$ cat src/sv/mps_pkg.sv
// Shared types, codes and constants of the motor pulse sequencer.
package mps_pkg;

  localparam int unsigned FUNC_W   = 3;
  localparam int unsigned REQ_W    = 8;
  localparam int unsigned DUTY_W   = 7;
  localparam int unsigned TICKS_W  = 16;
  localparam int unsigned PERIOD_W = 17;
  localparam int unsigned TIME_W   = 32;
  localparam int unsigned PROD_W   = 24;
  localparam int unsigned CFG_IDX_W  = 3;
  localparam int unsigned CFG_DATA_W = 17;
  localparam int unsigned IN_DATA_W  = 16;
  localparam int unsigned OUT_DATA_W = 40;

  // Reciprocal of 25 for a 22-bit dividend: floor(x / 100) is
  // ((x >> 2) * RECIP_25) >> RECIP_SHIFT, exact over the whole range.
  localparam int unsigned RECIP_W     = 23;
  localparam int unsigned RECIP_SHIFT = 27;
  localparam logic [RECIP_W-1:0] RECIP_25 = 23'd5368710;

  localparam logic [DUTY_W-1:0] DUTY_LIMIT = 7'd100;
  localparam logic [PROD_W-1:0] DUTY_ROUND = 24'd50;

  localparam logic [DUTY_W-1:0]   RST_DUTY_CAP = 7'd10;
  localparam logic [TICKS_W-1:0]  RST_PAUSE    = 16'd100;
  localparam logic [TICKS_W-1:0]  RST_PULSE    = 16'd1000;
  localparam logic [PERIOD_W-1:0] RST_PERIOD   = 17'd400;
  localparam logic [DUTY_W-1:0]   RST_SELECTED = 7'd10;

  typedef enum logic [FUNC_W-1:0] {
    FUNC_TICK   = 3'd0,
    FUNC_SELECT = 3'd1,
    FUNC_FWD    = 3'd2,
    FUNC_REV    = 3'd3,
    FUNC_STOP   = 3'd4
  } func_t;

  typedef enum logic [CFG_IDX_W-1:0] {
    CFG_DUTY_CAP = 3'd0,
    CFG_PAUSE    = 3'd1,
    CFG_PULSE    = 3'd2,
    CFG_PERIOD   = 3'd3,
    CFG_POLARITY = 3'd4
  } cfg_idx_t;

  typedef enum logic [1:0] {
    PH_STOPPED = 2'd0,
    PH_WAIT    = 2'd1,
    PH_FWD     = 2'd2,
    PH_REV     = 2'd3
  } phase_t;

  // Item state handed from the sequencing stage to the compare stage.
  typedef struct packed {
    phase_t              phase;
    logic [DUTY_W-1:0]   driven_duty;
    logic [DUTY_W-1:0]   chosen_duty;
    logic                dir_a;
    logic                dir_b;
    logic                enable_n;
    logic                auto_stopped;
    logic                drive_start;
    logic                bridge_off;
    logic [PROD_W-1:0]   product;
  } stage_t;

endpackage

$ cat src/sv/motor_pulse_sequencer.sv
// Top level of the motor pulse sequencer: timed H-bridge pulses on an item stream.
//
//  Channel   Direction  Handshake          Contents
//  s_axis    in         tvalid/tready      func, duty_request
//  m_axis    out        tvalid/tready      run_state .. auto_stopped
//  cfg       in         cfg_we             cfg_index, cfg_data
//
// Each item passes two register stages: sequencing, then the compare stage with its
// reciprocal multiply. One item is taken per cycle while no held result stalls the stages.
// Synchronous reset restores the register defaults and a stopped bridge.
// A held result stalls the stages behind it; bubbles are filled as they arrive.
module motor_pulse_sequencer
  import mps_pkg::*;
(
  input  logic                  clk,
  input  logic                  rst,
  input  logic                  cfg_we,
  input  logic [CFG_IDX_W-1:0]  cfg_index,
  input  logic [CFG_DATA_W-1:0] cfg_data,
  input  logic                  s_axis_tvalid,
  output logic                  s_axis_tready,
  // [2:0] func, [10:3] duty_request
  input  logic [IN_DATA_W-1:0]  s_axis_tdata,
  output logic                  m_axis_tvalid,
  input  logic                  m_axis_tready,
  // [1:0] run_state, [8:2] driven duty, [15:9] chosen_duty, [16] dir_a,
  // [17] dir_b, [18] enable_n, [35:19] pwm_compare, [36] auto_stopped
  output logic [OUT_DATA_W-1:0] m_axis_tdata
);

  logic   stage_valid;
  stage_t stage;
  logic   advance;
  logic   take;

  assign s_axis_tready = !stage_valid || advance;
  assign take          = s_axis_tvalid && s_axis_tready;

  mps_ctrl u_ctrl (
    .clk          (clk),
    .rst          (rst),
    .cfg_we       (cfg_we),
    .cfg_index    (cfg_index),
    .cfg_data     (cfg_data),
    .take         (take),
    .func         (s_axis_tdata[FUNC_W-1:0]),
    .duty_request (s_axis_tdata[FUNC_W +: REQ_W]),
    .advance      (advance),
    .stage_valid  (stage_valid),
    .stage        (stage)
  );

  mps_scale u_scale (
    .clk         (clk),
    .rst         (rst),
    .stage_valid (stage_valid),
    .stage       (stage),
    .advance     (advance),
    .out_valid   (m_axis_tvalid),
    .out_ready   (m_axis_tready),
    .out_data    (m_axis_tdata)
  );

endmodule

$ cat src/sv/mps_ctrl.sv
// Sequencing stage: configuration, phase and deadline tracking, compare product.
module mps_ctrl
  import mps_pkg::*;
(
  input  logic                  clk,
  input  logic                  rst,
  input  logic                  cfg_we,
  input  logic [CFG_IDX_W-1:0]  cfg_index,
  input  logic [CFG_DATA_W-1:0] cfg_data,
  input  logic                  take,
  input  logic [FUNC_W-1:0]     func,
  input  logic [REQ_W-1:0]      duty_request,
  input  logic                  advance,
  output logic                  stage_valid,
  output stage_t                stage
);

  logic [DUTY_W-1:0]   cfg_duty_cap;
  logic [TICKS_W-1:0]  cfg_pause;
  logic [TICKS_W-1:0]  cfg_pulse;
  logic [PERIOD_W-1:0] cfg_period;
  logic                cfg_polarity;

  phase_t              phase, phase_next;
  logic [DUTY_W-1:0]   selected, selected_next;
  logic                pending_fwd, pending_fwd_next;
  logic [TIME_W-1:0]   tick_time, tick_time_next;
  logic [TIME_W-1:0]   start_limit, start_limit_next;
  logic [TIME_W-1:0]   stop_limit, stop_limit_next;
  logic [DUTY_W-1:0]   driven, driven_next;
  logic                dir_a, dir_a_next;
  logic                dir_b, dir_b_next;
  logic                enable_n, enable_n_next;

  logic [DUTY_W-1:0]   duty_top;
  logic [DUTY_W-1:0]   req_clamped;
  logic [DUTY_W-1:0]   drive_duty;
  logic [TIME_W-1:0]   tick_inc;
  logic [TIME_W-1:0]   start_diff;
  logic [TIME_W-1:0]   stop_diff;
  logic                a_high;
  logic                ended, starting, stopping;
  logic [PROD_W-1:0]   product;

  always_ff @(posedge clk) begin
    if (rst) begin
      cfg_duty_cap <= RST_DUTY_CAP;
      cfg_pause    <= RST_PAUSE;
      cfg_pulse    <= RST_PULSE;
      cfg_period   <= RST_PERIOD;
      cfg_polarity <= 1'b1;
    end else if (cfg_we) begin
      unique case (cfg_index)
        CFG_DUTY_CAP: cfg_duty_cap <= cfg_data[DUTY_W-1:0];
        CFG_PAUSE:    cfg_pause    <= cfg_data[TICKS_W-1:0];
        CFG_PULSE:    cfg_pulse    <= cfg_data[TICKS_W-1:0];
        CFG_PERIOD:   cfg_period   <= cfg_data[PERIOD_W-1:0];
        CFG_POLARITY: cfg_polarity <= cfg_data[0];
        default: ;
      endcase
    end
  end

  // Clamp limit is the smaller of the register and one hundred.
  assign duty_top    = (cfg_duty_cap < DUTY_LIMIT) ? cfg_duty_cap : DUTY_LIMIT;
  assign req_clamped = (duty_request <= {1'b0, duty_top}) ? duty_request[DUTY_W-1:0]
                                                         : duty_top;
  assign drive_duty  = (selected <= duty_top) ? selected : duty_top;
  assign tick_inc    = tick_time + 32'd1;
  // Wrap-safe deadline test: reached when the difference is not negative.
  assign start_diff  = tick_inc - start_limit;
  assign stop_diff   = tick_inc - stop_limit;
  assign a_high      = pending_fwd ? cfg_polarity : ~cfg_polarity;
  assign product     = PROD_W'(cfg_period) * PROD_W'(drive_duty) + DUTY_ROUND;

  // Next state.
  always_comb begin
    phase_next       = phase;
    selected_next    = selected;
    pending_fwd_next = pending_fwd;
    tick_time_next   = tick_time;
    start_limit_next = start_limit;
    stop_limit_next  = stop_limit;
    driven_next      = driven;
    dir_a_next       = dir_a;
    dir_b_next       = dir_b;
    enable_n_next    = enable_n;
    starting         = 1'b0;
    stopping         = 1'b0;
    ended            = 1'b0;
    case (func) inside
      FUNC_TICK: begin
        tick_time_next = tick_inc;
        if (phase == PH_WAIT && !start_diff[TIME_W-1]) begin
          starting        = 1'b1;
          dir_a_next      = a_high;
          dir_b_next      = ~a_high;
          enable_n_next   = 1'b0;
          driven_next     = drive_duty;
          phase_next      = pending_fwd ? PH_FWD : PH_REV;
          stop_limit_next = tick_inc + TIME_W'(cfg_pulse);
        end else if ((phase == PH_FWD || phase == PH_REV) && !stop_diff[TIME_W-1]) begin
          stopping   = 1'b1;
          ended      = 1'b1;
          phase_next = PH_STOPPED;
        end
      end
      FUNC_SELECT: selected_next = req_clamped;
      FUNC_FWD, FUNC_REV: begin
        stopping         = 1'b1;
        pending_fwd_next = (func == FUNC_FWD);
        start_limit_next = tick_time + TIME_W'(cfg_pause);
        phase_next       = PH_WAIT;
      end
      FUNC_STOP: begin
        stopping   = 1'b1;
        phase_next = PH_STOPPED;
      end
      default: ;
    endcase
    if (stopping) begin
      driven_next   = '0;
      dir_a_next    = 1'b0;
      dir_b_next    = 1'b0;
      enable_n_next = 1'b1;
    end
  end

  always_ff @(posedge clk) begin
    if (rst) begin
      phase       <= PH_STOPPED;
      selected    <= RST_SELECTED;
      pending_fwd <= 1'b1;
      tick_time   <= '0;
      start_limit <= '0;
      stop_limit  <= '0;
      driven      <= '0;
      dir_a       <= 1'b0;
      dir_b       <= 1'b0;
      enable_n    <= 1'b1;
    end else if (take) begin
      phase       <= phase_next;
      selected    <= selected_next;
      pending_fwd <= pending_fwd_next;
      tick_time   <= tick_time_next;
      start_limit <= start_limit_next;
      stop_limit  <= stop_limit_next;
      driven      <= driven_next;
      dir_a       <= dir_a_next;
      dir_b       <= dir_b_next;
      enable_n    <= enable_n_next;
    end
  end

  // Stage register towards the compare stage.
  always_ff @(posedge clk) begin
    if (rst) begin
      stage_valid <= 1'b0;
    end else if (take) begin
      stage_valid <= 1'b1;
    end else if (advance) begin
      stage_valid <= 1'b0;
    end
  end

  always_ff @(posedge clk) begin
    if (take) begin
      stage.phase        <= phase_next;
      stage.driven_duty  <= driven_next;
      stage.chosen_duty  <= selected_next;
      stage.dir_a        <= dir_a_next;
      stage.dir_b        <= dir_b_next;
      stage.enable_n     <= enable_n_next;
      stage.auto_stopped <= ended;
      stage.drive_start  <= starting;
      stage.bridge_off   <= stopping;
      stage.product      <= product;
    end
  end

endmodule

$ cat src/sv/mps_scale.sv
// Compare stage: divides the rounded product by one hundred and holds the result item.
module mps_scale
  import mps_pkg::*;
(
  input  logic                  clk,
  input  logic                  rst,
  input  logic                  stage_valid,
  input  stage_t                stage,
  output logic                  advance,
  output logic                  out_valid,
  input  logic                  out_ready,
  output logic [OUT_DATA_W-1:0] out_data
);

  localparam int unsigned DIV_IN_W = PROD_W - 2;
  localparam int unsigned MUL_W    = DIV_IN_W + RECIP_W;

  logic [PERIOD_W-1:0] compare_value, compare_next;
  logic [MUL_W-1:0]    recip_prod;
  logic [PERIOD_W-1:0] quotient;

  assign advance    = stage_valid && (!out_valid || out_ready);
  assign recip_prod = MUL_W'(stage.product[PROD_W-1:2]) * MUL_W'(RECIP_25);
  assign quotient   = recip_prod[RECIP_SHIFT +: PERIOD_W];

  always_comb begin
    compare_next = compare_value;
    if (stage.drive_start) begin
      compare_next = quotient;
    end else if (stage.bridge_off) begin
      compare_next = '0;
    end
  end

  always_ff @(posedge clk) begin
    if (rst) begin
      compare_value <= '0;
      out_valid     <= 1'b0;
    end else begin
      if (advance) begin
        compare_value <= compare_next;
        out_valid     <= 1'b1;
      end else if (out_ready) begin
        out_valid <= 1'b0;
      end
    end
  end

  always_ff @(posedge clk) begin
    if (advance) begin
      out_data <= {3'b000, stage.auto_stopped, compare_next, stage.enable_n, stage.dir_b,
                   stage.dir_a, stage.chosen_duty, stage.driven_duty, stage.phase};
    end
  end

endmodule

$ cat config.mk
export PLATFORM = sky130hd
export DESIGN_NAME = motor_pulse_sequencer
export DESIGN_NICKNAME = d
export VERILOG_FILES = /design/src/sv/mps_pkg.sv /design/src/sv/motor_pulse_sequencer.sv /design/src/sv/mps_ctrl.sv /design/src/sv/mps_scale.sv
export SDC_FILE = /design/constraint.sdc
export NUM_CORES = 1
export LEC_CHECK = 0
export ABC_AREA = 0
export BUFFER_PORTS_ARGS = -buffer_cell sky130_fd_sc_hd__buf_2
export CAP_MARGIN = 20
export CORE_UTILIZATION = 25
export CTS_CLUSTER_SIZE = 12
export DETAILED_ROUTE_END_ITERATION = 12
export PLACE_DENSITY = 0.41
export SETUP_SLACK_MARGIN = 0.5
export SLEW_MARGIN = 20
export SYNTH_ARGS = -nofsm -noshare
export SYNTH_HDL_FRONTEND = slang
export SYNTH_SLANG_ARGS = --single-unit
$ cat constraint.sdc
create_clock -name clk -period 8.7 [get_ports clk]
set_input_delay 1.74 -clock clk [delete_from_list [all_inputs] [get_ports clk]]
set_output_delay 1.74 -clock clk [all_outputs]
set_load 0.005 [all_outputs]
# After elaboration in Yosys (flattened, before gate mapping)
# Index checks and enable logic that the tools add are counted.
# word_totals
reg_bits	275
inputBits	41
out_inout_bits	42
wordCells	117
# op_classes
addsub	6
mul	2
magnitude_cmp	3
n_eq_ne	11
mux	38
bitwise	4
n_reduce_logical	24
# ops
cell	count
$add A32 B16 Y32	2
$sub A32 B32 Y32	2
$mux W7	8
$mul A22 B22 Y43 const B	1
$mux W17	2
$add A32 B1 Y32 const B	1
$add A24 B6 Y24 const B	1
$mul A17 B7 Y24	1
$mux W1	22
$eq A3 B2 Y1 const B	4
$mux W2	6
$reduce_and A2 Y1	6
$le A8 B7 Y1	1
$le A7 B7 Y1	1
$lt A7 B7 Y1 const B	1
$eq A3 B1 Y1 const B	2
$eq A3 B3 Y1 const B	2
$logic_not A3 Y1	2
$eq A2 B2 Y1 const B	2
$logic_and A1 B1 Y1	4
$logic_not A1 Y1	4
$not A1 Y1	4
$reduce_and A4 Y1	1
$reduce_bool A2 Y1	2
other kinds (4)	6

# Logic depth before layout (Yosys ltp)
# logic_depth
ltp_word	8
ltp_mapped	32
mapped_depth_nobuf	30

# Modules after synthesis
# Synthesis repeated with hierarchy kept, for this count alone.
# unflattened
cells_unflattened	2961
area_unflattened_um2	27267.4
# by_module_without_submodules
mod	n_inst	cells_each	area_per_inst_um2	seq_area_each_um2
mps_ctrl	1	1934	16527.1	4864.7
mps_scale	1	1025	10717.8	1471.4
motor_pulse_sequencer	1	2	22.5	0.0

# Worst setup path after synthesis
# No wires, ideal clock.
# synth_path
path_type	reg2reg
startpoint	reg u_ctrl.cfg_duty_cap[3]
endpoint	reg u_ctrl.stage[23] (netlist name)
setup_ns	0.258
t_arrival_ns	6.891
t_required_ns	8.442
slack_ns	1.551
path_stages_with_launch	29
path_buffers	2
synth_period_minus_slack_ns	7.149
path_cell_list	dfxtp_1 -> o311ai_0 -> and2_1 -> inv_1 -> ha_1 -> a21o_1 -> a21oi_1 -> o21ai_0 -> o22ai_1 -> clkbuf_1 -> o21a_1 -> clkbuf_1 -> nor2b_1 -> fa_1 -> fa_1 -> inv_1 -> fa_1 -> fa_1 -> inv_1 -> ha_1 -> a21o_1 -> a21oi_1 -> a2bb2oi_1 -> a211oi_1 -> a41o_1 -> o221ai_1 -> o21ai_0 -> o41a_1 -> xnor2_1
# synth_between
elab_chain_cells	6
# synth_lines
element	line	source
start, declared	mps_ctrl.sv:18	logic [DUTY_W-1:0] cfg_duty_cap;
start signal, assigned	mps_ctrl.sv:54	CFG_DUTY_CAP: cfg_duty_cap <= cfg_data[DUTY_W-1:0];
$lt A7 B7 Y1	mps_ctrl.sv:65	assign duty_top = (cfg_duty_cap < DUTY_LIMIT) ? cfg_duty_cap : DUTY_LIMIT;
$mux W7 (*)	mps_ctrl.sv:65	
$le A7 B7 Y1	mps_ctrl.sv:68	assign drive_duty = (selected <= duty_top) ? selected : duty_top;
$mux W7 (*)	mps_ctrl.sv:68	
$mul A17 B7 Y24 (*)	mps_ctrl.sv:74	assign product = PROD_W'(cfg_period) * PROD_W'(drive_duty) + DUTY_ROUND;
$add A24 B6 Y24 (*)	mps_ctrl.sv:74	
net u_ctrl.product[23]	mps_ctrl.sv:43	logic [PROD_W-1:0] product;
# The timed path passes the listed nets; every way through them passes the cells marked *.
# A chain may end at the register's enable or synchronous reset.

# Final worst setup path
# layout_path
startpoint	reg u_ctrl.stage[12] (netlist name)
endpoint	reg u_scale.out_data[35] (data pin)
# layout_between
elab_chain_cells	2
# layout_lines
element	line	source
$mul A22 B22 Y43	mps_scale.sv:23	assign recip_prod = MUL_W'(stage.product[PROD_W-1:2]) * MUL_W'(RECIP_25);
$mux W17	mps_scale.sv:28	if (stage.drive_start) begin
net u_scale.compare_next[16]	mps_scale.sv:18	logic [PERIOD_W-1:0] compare_value, compare_next;
end signal, assigned	mps_scale.sv:51	out_data <= {3'b000, stage.auto_stopped, compare_next, stage.enable_n, stage.dir_b,
end, declared	mps_scale.sv:12	output logic [OUT_DATA_W-1:0] out_data
# The timed path passes the listed nets, and every way through them passes these cells.

==> flow_metrics.env <==
export IMPL_end_kind="flop"
export IMPL_required_ps=9010
export IMPL_cp_max_fo=8
export IMPL_synth_top_area_frac=0.194
export IMPL_max_freq_mhz=127
export IMPL_rsz0062_at_grt="false"
export IMPL_ys_seq_area_frac=0.236
export IMPL_hold_viol=0
export IMPL_vias=18821
export IMPL_grt_first_pass_wirelength_mm=117
export IMPL_synthTopCellsByCount="405 x inv_1, 390 x ha_1, 260 x nand2_1"
export IMPL_ys_flop_type="dfxtp_1"
export IMPL_dr_first_iter_drc_count=743
export IMPL_cts_root_buffer_cell="clkbuf_16"
export IMPL_crit_type="reg -> reg"
export IMPL_area_delta_synth_final_pct=12.0
export IMPL_timing_rr_start="u_ctrl.stage[12]"
export IMPL_dp_hpwl_mm=59.5
export IMPL_tns_ps=0
export IMPL_status="completed"
export IMPL_holdPathStages=0
export IMPL_cts_tree="built"
export IMPL_grt_pass1_vias=19636
export IMPL_ioPinCount=83
export IMPL_portBuffers=74
export IMPL_clockBufferDepth=3
export IMPL_synth_area_leaders="fa_1 19%, ha_1 18%, dfxtp_1 14%"
export IMPL_remaining_drc_errors=0
export IMPL_syn_area_per_cell_sq_um=9.45
export IMPL_multiInputGateArea_sq_um=18500
export IMPL_yosysMostFrequentCell="inv_1"
export IMPL_die_area_sq_um=108000
export IMPL_yosys_area_top_type="fa_1"
export IMPL_rows=119
export IMPL_cp_arrival_ps=8180
export IMPL_worstMarginPinSlew_ps=1260
export IMPL_syn_instance_count=2813
export IMPL_slew_headroom=0.149
export IMPL_post_cts_resize_count=0
export IMPL_drt_wl_total_mm=74.2
export IMPL_hold_buffers=0
export IMPL_coreArea_sq_um=105000
export IMPL_grt_max_degree=69
export IMPL_skew_ps=23.8
export IMPL_vias_per_cell=4.38
export IMPL_worstSetupStartpoint="u_ctrl.stage[12]"
export IMPL_syn_cell_area_sq_um=26600
export IMPL_drv_cap=0
export IMPL_clk_pin_slew_ps=60
export IMPL_post_route_period_util=0.904
export IMPL_layout_drive_gt1_share=0.0652
export IMPL_slew_viol_final=0
export IMPL_antenna_found_initial=6
export IMPL_chipHeight_um=328
export IMPL_ys_ff_latch=273
export IMPL_clk_insertion_delay_late_ps=580
export IMPL_cts_sinks=273
export IMPL_cts_buffers=37
export IMPL_ant_nets=0
export IMPL_die_w_um=328
export IMPL_hold_class="reg -> reg"
export IMPL_postSynth_asyncResetShare=0
export IMPL_startpoint_type="flop"
export IMPL_period_minus_slack_ps=7860
export IMPL_setup_viol=0
export IMPL_ys_warn_count=0
export IMPL_drtPass1Iterations=5
export IMPL_worstHoldStart="u_ctrl.stage[28]"
export IMPL_synth_cell_type_count=90
export IMPL_cts_setup_buffers=0
export IMPL_nets=3559
export IMPL_seqCellArea_sq_um=6280
export IMPL_wl_per_cell_um=17.3
export IMPL_fillers=11268
export IMPL_grt_overflow_total=0
export IMPL_r2r_cells=20
export IMPL_grt_usage=0.140
export IMPL_gp_congestion=0.793
export IMPL_start_util=0.252
export IMPL_htree_levels=2
export IMPL_synth_edf_count=81
-- final timing paths --
path | end | slack (ps)
worst max-delay path | u_scale.out_data[35] | 840
worst min-delay path | u_scale.out_data[17] | 420
worst max register to register | u_scale.out_data[35] | 840
worst min register to register | u_scale.out_data[17] | 420
-- state kept, by name (all words and copies together), names as in the netlist, 2 cells and up --
name,flops
u_ctrl.stage,44
u_scale.compare_value,17
u_ctrl.start_limit,32
u_ctrl.tick_time,32
u_ctrl.selected,7
u_ctrl.phase,2
u_ctrl.cfg_period,17
u_scale.out_data,37
u_ctrl.driven,7
u_ctrl.cfg_duty_cap,7
u_ctrl.cfg_pause,16
u_ctrl.cfg_pulse,16
u_ctrl.stop_limit,32
-- per-stage QoR --
stage	util	worst slack (ps)	std cells	hold WS (ps)	instance area, sq um
after floorplan	-	1550	2815	400	26600
after global placement	0.271	679	4222	403	28600
after detailed placement	0.271	625	4222	405	28600
after CTS	0.282	592	4289	421	29700
after global routing	0.283	496	4290	422	29800
final	0.283	838	4293	418	29800
-- cell type report --
cell class	count	share of cell area
repair buffers	96	0.0189
inverters	407	0.0513
multi-input cells	2056	0.621
flip-flops and latches	273	0.211
clock buffers	44	0.0323
well taps	1391	0.0584
clock inverters	23	0.00735
diodes	3	0.000252
-- cell usage in the layout (no fill, tap or decap), drive strengths merged, types with 70 or more instances in the layout --
master / n
a21oi: 138
buf: 96
dfxtp: 192
edfxtp: 81
fa: 257
ha: 390
inv: 411
nand2: 260
nor2: 175
nor2b: 117
o21ai: 70
xnor2: 83
-- routing by layer --
metal	vias up	share of wire	track usage
li1	9532	-	-
met1	9029	0.50	0.201
met2	200	0.45	0.228
met3	58	0.030	0.0161
met4	2	0.012	0.0246
met5	-	0.00011	0
-- cells by family after synthesis --
kind of cell	synth area share
AND/OR/NAND/NOR	0.144
adder cells (fa/ha/maj)	0.377
buffers and inverters	0.0699
AO/OA/AOI/OAI	0.107
flip-flops	0.236
XOR/XNOR	0.0515
multiplexers	0.0144
other	0.000141
-- critical path, cell delays in order, from the launching register on --
cell and delay, ps:
edfxtp_1 730, ha_1 370, fa_1 570, fa_1 450, fa_1 490, inv_1 60
fa_1 540, inv_1 60, fa_1 560, fa_1 430, ha_1 390, and3_1 220
a32oi_1 160, nand4_1 100, o31ai_1 1050, o31ai_4 230, o41ai_2 490, o21a_1 240
o21ba_2 140, xnor2_1 100, a21o_1 190
Power is left out: the tool's default activity adds up to more than one toggle a clock period on the data nets, which glitch-free logic cannot reach.
